==> src/hdl/bhdt_pkg.sv <==
// Shared constants, types and helpers for the breath-hold dive tracker.
// No dependencies; used by the top level.
`default_nettype none

package bhdt_pkg;

   localparam int DEPTH_BITS = 16;
   localparam int STAMP_BITS = 48;
   localparam int CMP_BITS   = (DEPTH_BITS > 16) ? DEPTH_BITS : 16;

   localparam int            CSR_INDEX_BITS = 2;
   localparam logic [CSR_INDEX_BITS-1:0] CSR_START_THR = 2'd0;
   localparam logic [CSR_INDEX_BITS-1:0] CSR_END_THR   = 2'd1;
   localparam logic [CSR_INDEX_BITS-1:0] CSR_REC_LIMIT = 2'd2;

   localparam logic [15:0] START_THR_RESET = 16'd50;
   localparam logic [15:0] END_THR_RESET   = 16'd30;
   localparam logic [15:0] REC_LIMIT_RESET = 16'd600;
   localparam logic [15:0] SAT16           = 16'hFFFF;

   // seconds = floor((diff >> 6) / 15625), exact by reciprocal for 30-bit operands
   localparam int PRE_SHIFT   = 6;
   localparam int SAT_SHIFT   = 36;
   localparam int X_BITS      = (STAMP_BITS > SAT_SHIFT) ? (SAT_SHIFT - PRE_SHIFT)
                                                         : (STAMP_BITS - PRE_SHIFT);
   localparam int RECIP_BITS  = 31;
   localparam logic [RECIP_BITS-1:0] RECIP = 31'd1125899907;
   localparam int RECIP_SHIFT = 44;
   localparam int PROD_BITS   = X_BITS + RECIP_BITS;
   localparam int QUO_BITS    = PROD_BITS - RECIP_SHIFT;

   typedef struct packed {
      logic        diving;
      logic        in_dive;
      logic        ended;
      logic        report;
      logic [15:0] dive_max;
      logic [15:0] session_max;
      logic [15:0] count;
   } stage_info_type;

   function automatic logic [15:0] cm16(input logic [DEPTH_BITS-1:0] v);
      logic [CMP_BITS-1:0] w;
      w = CMP_BITS'(v);
      return w[15:0];
   endfunction

endpackage

`default_nettype wire

==> src/hdl/breath_hold_dive_tracker.sv <==
// rsp_valid rises once an accepted req word has passed three register stages (s1, s2, result).
// Throughput: one word per cycle while rsp_stall is low; the reciprocal multiplier has its own stage.
// Dive state updates at accept; elapsed-seconds state updates at the result register.
// Reset (synchronous, active high): dive state and dive-time registers cleared, thresholds to
// 50 cm / 30 cm, recovery limit to 600 s, pipeline emptied; other result data registers not reset.
`default_nettype none

module breath_hold_dive_tracker (
   input  logic                                   clock,
   input  logic                                   reset,
   input  logic                                   csr_write_en,
   input  logic [bhdt_pkg::CSR_INDEX_BITS-1:0]    csr_index,
   input  logic [15:0]                            csr_write_data,
   input  logic                                   req_valid,
   output logic                                   req_stall,
   input  logic [bhdt_pkg::DEPTH_BITS-1:0]        req_depth_cm,
   input  logic [bhdt_pkg::STAMP_BITS-1:0]        req_time_us,
   output logic                                   rsp_valid,
   input  logic                                   rsp_stall,
   output logic                                   rsp_diving,
   output logic [15:0]                            rsp_dive_time_s,
   output logic [15:0]                            rsp_dive_max_cm,
   output logic [15:0]                            rsp_session_max_cm,
   output logic [15:0]                            rsp_dive_count,
   output logic [15:0]                            rsp_longest_dive_s,
   output logic [15:0]                            rsp_last_dive_s,
   output logic                                   rsp_dive_ended,
   output logic [15:0]                            rsp_rest_time_s,
   output logic                                   rsp_recovery_visible,
   output logic                                   rsp_recovery_red
);
   import bhdt_pkg::*;

   logic [15:0] start_thr_ff, start_thr_in;
   logic [15:0] end_thr_ff, end_thr_in;
   logic [15:0] rec_limit_ff, rec_limit_in;

   logic                  in_dive_ff, in_dive_in;
   logic                  has_dived_ff, has_dived_in;
   logic [STAMP_BITS-1:0] dive_start_ff, dive_start_in;
   logic [STAMP_BITS-1:0] surface_start_ff, surface_start_in;
   logic [DEPTH_BITS-1:0] dive_peak_ff, dive_peak_in;
   logic [DEPTH_BITS-1:0] session_peak_ff, session_peak_in;
   logic [15:0]           dives_ff, dives_in;

   logic                  s1_valid_ff, s1_valid_in;
   stage_info_type        s1_info_ff, s1_info_in;
   logic [STAMP_BITS-1:0] s1_diff_ff, s1_diff_in;

   logic                  s2_valid_ff, s2_valid_in;
   stage_info_type        s2_info_ff, s2_info_in;
   logic [PROD_BITS-1:0]  s2_prod_ff, s2_prod_in;
   logic                  s2_over_ff, s2_over_in;

   logic        rsp_valid_ff, rsp_valid_in;
   logic        diving_ff, diving_in;
   logic [15:0] cur_secs_ff, cur_secs_in;
   logic [15:0] dive_max_ff, dive_max_in;
   logic [15:0] session_max_ff, session_max_in;
   logic [15:0] count_ff, count_in;
   logic [15:0] longest_ff, longest_in;
   logic [15:0] prev_secs_ff, prev_secs_in;
   logic        ended_ff, ended_in;
   logic [15:0] rec_ff, rec_in;
   logic        vis_ff, vis_in;
   logic        red_ff, red_in;

   logic adv_out, adv2, adv1, accept;

   logic [CMP_BITS-1:0]   depth_w;
   logic                  start_hit, mid_dive, end_hit;
   logic [DEPTH_BITS-1:0] peak_base;
   logic [STAMP_BITS-1:0] base_time;

   logic [X_BITS-1:0]   x_val;
   logic [QUO_BITS-1:0] quo;
   logic                quo_big;
   logic [15:0]         secs;

   always_comb begin
      adv_out   = !rsp_valid_ff || !rsp_stall;
      adv2      = !s2_valid_ff || adv_out;
      adv1      = !s1_valid_ff || adv2;
      req_stall = !adv1;
      accept    = req_valid && adv1;
   end

   always_comb begin
      start_thr_in = start_thr_ff;
      end_thr_in   = end_thr_ff;
      rec_limit_in = rec_limit_ff;
      if (csr_write_en) begin
         case (csr_index)
            CSR_START_THR: start_thr_in = csr_write_data;
            CSR_END_THR:   end_thr_in   = csr_write_data;
            CSR_REC_LIMIT: rec_limit_in = csr_write_data;
            default:       ;
         endcase
      end
   end

   always_comb begin
      depth_w   = CMP_BITS'(req_depth_cm);
      start_hit = !in_dive_ff && (depth_w > CMP_BITS'(start_thr_ff));
      mid_dive  = in_dive_ff || start_hit;
      end_hit   = mid_dive && (depth_w < CMP_BITS'(end_thr_ff));
      peak_base = start_hit ? '0 : dive_peak_ff;

      in_dive_in       = in_dive_ff;
      has_dived_in     = has_dived_ff;
      dive_start_in    = dive_start_ff;
      surface_start_in = surface_start_ff;
      dive_peak_in     = dive_peak_ff;
      session_peak_in  = session_peak_ff;
      dives_in         = dives_ff;

      if (accept) begin
         in_dive_in = mid_dive && !end_hit;
         if (start_hit) begin
            dive_start_in = req_time_us;
            if (dives_ff != SAT16) begin
               dives_in = dives_ff + 16'd1;
            end
         end
         if (mid_dive) begin
            dive_peak_in    = (req_depth_cm > peak_base) ? req_depth_cm : peak_base;
            session_peak_in = (req_depth_cm > session_peak_ff) ? req_depth_cm
                                                                 : session_peak_ff;
         end
         if (end_hit) begin
            has_dived_in     = 1'b1;
            surface_start_in = req_time_us;
         end
      end

      if (mid_dive) begin
         base_time = start_hit ? req_time_us : dive_start_ff;
      end else begin
         base_time = surface_start_ff;
      end

      s1_valid_in = adv1 ? req_valid : s1_valid_ff;
      s1_info_in  = s1_info_ff;
      s1_diff_in  = s1_diff_ff;
      if (accept) begin
         s1_diff_in             = req_time_us - base_time;
         s1_info_in.diving      = in_dive_in;
         s1_info_in.in_dive     = mid_dive;
         s1_info_in.ended       = end_hit;
         s1_info_in.report      = !mid_dive && has_dived_ff;
         s1_info_in.dive_max    = cm16(dive_peak_in);
         s1_info_in.session_max = cm16(session_peak_in);
         s1_info_in.count       = dives_in;
      end
   end

   always_comb begin
      x_val       = s1_diff_ff[PRE_SHIFT +: X_BITS];
      s2_valid_in = adv2 ? s1_valid_ff : s2_valid_ff;
      s2_info_in  = s2_info_ff;
      s2_prod_in  = s2_prod_ff;
      s2_over_in  = s2_over_ff;
      if (adv2 && s1_valid_ff) begin
         s2_info_in = s1_info_ff;
         s2_prod_in = PROD_BITS'(x_val) * PROD_BITS'(RECIP);
         s2_over_in = (s1_diff_ff >> SAT_SHIFT) != '0;
      end
   end

   always_comb begin
      quo     = s2_prod_ff[RECIP_SHIFT +: QUO_BITS];
      quo_big = (quo >> 16) != '0;
      secs    = (s2_over_ff || quo_big) ? SAT16 : 16'(quo);

      rsp_valid_in   = adv_out ? s2_valid_ff : rsp_valid_ff;
      diving_in      = diving_ff;
      cur_secs_in    = cur_secs_ff;
      dive_max_in    = dive_max_ff;
      session_max_in = session_max_ff;
      count_in       = count_ff;
      longest_in     = longest_ff;
      prev_secs_in   = prev_secs_ff;
      ended_in       = ended_ff;
      rec_in         = rec_ff;
      vis_in         = vis_ff;
      red_in         = red_ff;
      if (adv_out && s2_valid_ff) begin
         diving_in      = s2_info_ff.diving;
         dive_max_in    = s2_info_ff.dive_max;
         session_max_in = s2_info_ff.session_max;
         count_in       = s2_info_ff.count;
         ended_in       = s2_info_ff.ended;
         if (s2_info_ff.in_dive) begin
            cur_secs_in = secs;
         end
         if (s2_info_ff.ended) begin
            prev_secs_in = secs;
            if (secs > longest_ff) begin
               longest_in = secs;
            end
         end
         rec_in = s2_info_ff.report ? secs : 16'd0;
         vis_in = s2_info_ff.report && (secs < rec_limit_ff);
         red_in = s2_info_ff.report && (secs < rec_limit_ff)
                  && ({1'b0, secs} < {prev_secs_ff, 1'b0});
      end
   end

   always_ff @(posedge clock) begin
      if (reset) begin
         start_thr_ff     <= START_THR_RESET;
         end_thr_ff       <= END_THR_RESET;
         rec_limit_ff     <= REC_LIMIT_RESET;
         in_dive_ff       <= 1'b0;
         has_dived_ff     <= 1'b0;
         dive_start_ff    <= '0;
         surface_start_ff <= '0;
         dive_peak_ff     <= '0;
         session_peak_ff  <= '0;
         dives_ff         <= '0;
         s1_valid_ff      <= 1'b0;
         s2_valid_ff      <= 1'b0;
         rsp_valid_ff     <= 1'b0;
         cur_secs_ff      <= '0;
         longest_ff       <= '0;
         prev_secs_ff     <= '0;
      end else begin
         start_thr_ff     <= start_thr_in;
         end_thr_ff       <= end_thr_in;
         rec_limit_ff     <= rec_limit_in;
         in_dive_ff       <= in_dive_in;
         has_dived_ff     <= has_dived_in;
         dive_start_ff    <= dive_start_in;
         surface_start_ff <= surface_start_in;
         dive_peak_ff     <= dive_peak_in;
         session_peak_ff  <= session_peak_in;
         dives_ff         <= dives_in;
         s1_valid_ff      <= s1_valid_in;
         s2_valid_ff      <= s2_valid_in;
         rsp_valid_ff     <= rsp_valid_in;
         cur_secs_ff      <= cur_secs_in;
         longest_ff       <= longest_in;
         prev_secs_ff     <= prev_secs_in;
      end
   end

   always_ff @(posedge clock) begin
      s1_info_ff     <= s1_info_in;
      s1_diff_ff     <= s1_diff_in;
      s2_info_ff     <= s2_info_in;
      s2_prod_ff     <= s2_prod_in;
      s2_over_ff     <= s2_over_in;
      diving_ff      <= diving_in;
      dive_max_ff    <= dive_max_in;
      session_max_ff <= session_max_in;
      count_ff       <= count_in;
      ended_ff       <= ended_in;
      rec_ff         <= rec_in;
      vis_ff         <= vis_in;
      red_ff         <= red_in;
   end

   assign rsp_valid            = rsp_valid_ff;
   assign rsp_diving           = diving_ff;
   assign rsp_dive_time_s      = cur_secs_ff;
   assign rsp_dive_max_cm      = dive_max_ff;
   assign rsp_session_max_cm   = session_max_ff;
   assign rsp_dive_count       = count_ff;
   assign rsp_longest_dive_s   = longest_ff;
   assign rsp_last_dive_s      = prev_secs_ff;
   assign rsp_dive_ended       = ended_ff;
   assign rsp_rest_time_s      = rec_ff;
   assign rsp_recovery_visible = vis_ff;
   assign rsp_recovery_red     = red_ff;

endmodule

`default_nettype wire

==> config.mk <==
export PLATFORM = sky130hd
export DESIGN_NAME = breath_hold_dive_tracker
export DESIGN_NICKNAME = d
export VERILOG_FILES = /design/src/hdl/bhdt_pkg.sv /design/src/hdl/breath_hold_dive_tracker.sv
export SDC_FILE = /design/constraint.sdc
export NUM_CORES = 2
export LEC_CHECK = 0
export BUFFER_PORTS_ARGS = -buffer_cell sky130_fd_sc_hd__buf_4
export CAP_MARGIN = 20
export CORE_MARGIN = 2
export CORE_UTILIZATION = 57
export DETAILED_ROUTE_END_ITERATION = 8
export PLACE_DENSITY = 0.83
export SLEW_MARGIN = 10
export SYNTH_ARGS = -nofsm -noshare
export SYNTH_HDL_FRONTEND = slang
export SYNTH_SLANG_ARGS = --single-unit
export TNS_END_PERCENT = 10
==> constraint.sdc <==
create_clock -name clock -period 17.6 [get_ports clock]
set_clock_uncertainty 0.15 [all_clocks]
set_input_delay 1.76 -clock clock [delete_from_list [all_inputs] [get_ports clock]]
set_output_delay 1.76 -clock clock [all_outputs]
set_load 0.02 [all_outputs]
==> results.md <==
* Synth Instances at 3485
* Slew margin rel. at between 20 and 30%
* Routed len/inst at roughly 20 µm
* Slowest-stage cell, CP: fa_1
* Final period utilization at ~44%
* Crit path launch type: flip-flop
* Vias in the first global route at roughly 25000
* H-Tree Depth at 2
* Final #Nets at 4540
* Synth Register Bits at between 400 and 500
* Fin. Hold Viols at 0
* RD Place Congestion at between 0.9 and 1
* Most used cell, CP: fa_1
* Synth Flop Type: dfxtp_1
* Max-cap check violation count at 0
* Initial antenna violation count at 1
* GR Layer Usage met1 at between 30% and 40%
* Synth cell types at 73
* Row count at between 90 and 100
* Reg-to-Reg Start: s1_diff_ff[15]
* CTS Buf Count at a little over 50
* Post-CTS Repair Setup Buffers at 0
* Initial Util at 57.7%
* GRT Residual Overflow at 0
* DRC Markers at 1
* CP required at around 18 ns
* DP Wirelength at 69700 µm
* Longest individual stage delay on the worst path at roughly 0.64 ns
* EDFF count, synth at between 200 and 250
* RSZ-0062 raised after global routing: no
* Routed Antenna Nets at 0
* Pin count of the biggest net entering global routing at 97
* Crit path kind: flip-flop to flip-flop
* Hold Path Class: flip-flop to flip-flop
* Critical Path Start: s1_diff_ff[15]
* Seq/Total Area, Yosys at between 30% and 40%
* Drt pass-1 iters at 9
* Worst path buffer plus inverter count at 6
* Met2 Use GR at 46.0%
* WL final at a little under 90000 µm
* Delay-heaviest family, CP: adder cells
* Core box area at between 0.06 and 0.07 mm²
* Syn_nets at ~4400
* First-pass GRT wire length at 138000 µm
* Final Hold Slack at around 0.25 ns
* Worst-margin pin slew at 1.07 ns
* CTS tree: done
* Hold buffers post-CTS at 0
* CP max FO at 6
* Chip width at between 200 and 300 µm
* Warnings from Yosys at 0
* Failing checks: design-rule violations
* Final Max Tran Viols at 0
* IO Count at between 200 and 250
* Final setup violation count at 0
* DIE HEIGHT at between 200 and 300 µm
* Post-Syn Area per Cell at approximately 10 µm²
* CTS Buffer Depth at 3
* Met3 usage at 3.90%
* Crit. End Element: flip-flop
* PostCTS Resize Cnt at 0
* Status: complete, but fails checks
* Number of vias per cell at 5.56
* Share of layout cells above drive strength 1 at a little under a tenth
* First DRT Iteration DRCs at between 1500 and 2000
* Synthesis-to-layout area growth at 11.6%
* GR Util All Layers at roughly 28%
* Clock Latency Late Sink at roughly 0.62 ns
* GRT busiest layer: met2
* Mapped cell area at about 0.036 mm²
* Root Driver: clkbuf_16
* Setup TNS at 0 ns
* PortBufs at 204
* Max frequency at about 130 MHz
* Hold_sp: s1_info_ff[19]
* CTS Sinks at 477
* Via count at approximately 25000
* Post-layout min period at between 7 and 8 ns
* Die footprint at roughly 0.064 mm²
* Async SR Flop Fraction at 0%
* Crit path DAT at between 8 and 9 ns
* Clock transition at path regs at ~0.060 ns
## final cells by class
cell class,instances,area [µm²]
Fill cell,4826,22000
Timing Repair Buffer,221,1680
Clock inverter,24,287
Sequential cell,477,11900
Clock buffer,72,1460
Multi-Input combinational cell,2279,21000
Antenna cell,2,5.00
Tap cell,837,1050
Inverter,629,2360
## synth_stat cells, types with 9 or more instances
cell type	instances	area share [%]
a211o_1	15	0.37
mux2i_1	98	2.8
mux2_1	10	0.32
or2_2	10	0.18
edfxtp_1	232	20
a22o_1	16	0.39
and3_1	17	0.30
a21o_1	60	1.3
nand2_1	259	2.7
nand3_1	26	0.37
a211oi_1	61	1.3
nor4_1	9	0.16
xnor2_1	38	0.94
buf_2	9	0.13
nor3_1	22	0.31
o21bai_1	14	0.30
ha_1	483	17
inv_1	628	6.6
nor2b_1	65	1.1
fa_1	311	17
o21ai_0	54	0.76
o21a_1	29	0.61
nand4_1	39	0.69
and2_1	24	0.42
dfxtp_1	245	14
xor2_1	21	0.52
a31oi_1	18	0.32
clkbuf_1	87	0.92
nor2_1	240	2.5
a21oi_1	243	3.4
## flip-flops by register name (all words and copies together), names as in the netlist, 16 cells and up
| signal | cells |
|---|---|
| rsp_rest_time_s | 16 |
| rsp_dive_time_s | 16 |
| session_peak_ff | 16 |
| rsp_dive_max_cm | 16 |
| rsp_last_dive_s | 16 |
| dive_start_ff | 48 |
| s2_prod_ff | 17 |
| s1_info_ff | 52 |
| s2_info_ff | 52 |
| s1_diff_ff | 42 |
| dives_ff | 16 |
| rec_limit_ff | 16 |
| rsp_dive_count | 16 |
| start_thr_ff | 16 |
| dive_peak_ff | 16 |
| rsp_longest_dive_s | 16 |
| surface_start_ff | 48 |
| end_thr_ff | 16 |
| rsp_session_max_cm | 16 |
## layout by cell type (no fill, tap or decap), drive strengths merged, types with 9 or more instances in the layout
master	n
xnor2	38
nor3	23
clkinv	15
inv	631
dfxtp	245
o21bai	14
a31oi	20
o21a	29
edfxtp	232
mux2	18
a21oi	243
buf	221
fa	311
xor2	21
nor4	9
nand4	39
o21ai	56
a211oi	62
and2	24
and3	17
ha	483
mux2i	98
a21o	60
or2	11
nand3	27
clkbuf	72
a22o	16
nor2b	65
a211o	15
nand2	259
nor2	241
## worst paths after layout
check / end / slack, ns / cells past startpoint
hold reg to reg: s2_info_ff[19] / 0.25 / 0
setup / recovery: s2_prod_ff[59] / 9.80 / 25
setup reg to reg: s2_prod_ff[59] / 9.80 / 25
hold / removal: s2_info_ff[19] / 0.25 / 0
## cell families (layout without fill, tap and decap cells)
group	Yosys count	in the layout	share of synthesized area, %
AO/OA/AOI/OAI	562	562	10.0
XOR/XNOR	59	59	1.45
adder cells (fa/ha/maj)	794	794	34.5
buffers and inverters	729	946	7.76
flip-flops	477	477	33.4
multiplexers	116	116	3.33
other	0	2	0
AND/OR/NAND/NOR	748	748	9.62
## layer usage
metal	vias up	part of all wire [%]
li1	12000	-
met1	12200	43
met2	850	48
met3	151	7.1
met4	2	2.7
met5	-	0.010
## stage by stage
step | std cells | worst slack [ns] | cell area, µm² | utilization (%)
after floorplan | 3485 | 10.48 | 35600 | -
after global placement | 4441 | 9.70 | 37900 | 61.5
after detailed placement | 4442 | 9.69 | 38000 | 61.5
after CTS | 4538 | 9.79 | 39700 | 64.3
after global routing | 4539 | 9.33 | 39700 | 64.4
final | 4541 | 9.80 | 39700 | 64.4
Power is left out: the tool's default activity adds up to more than one toggle a clock period on the data nets, which glitch-free logic cannot reach.
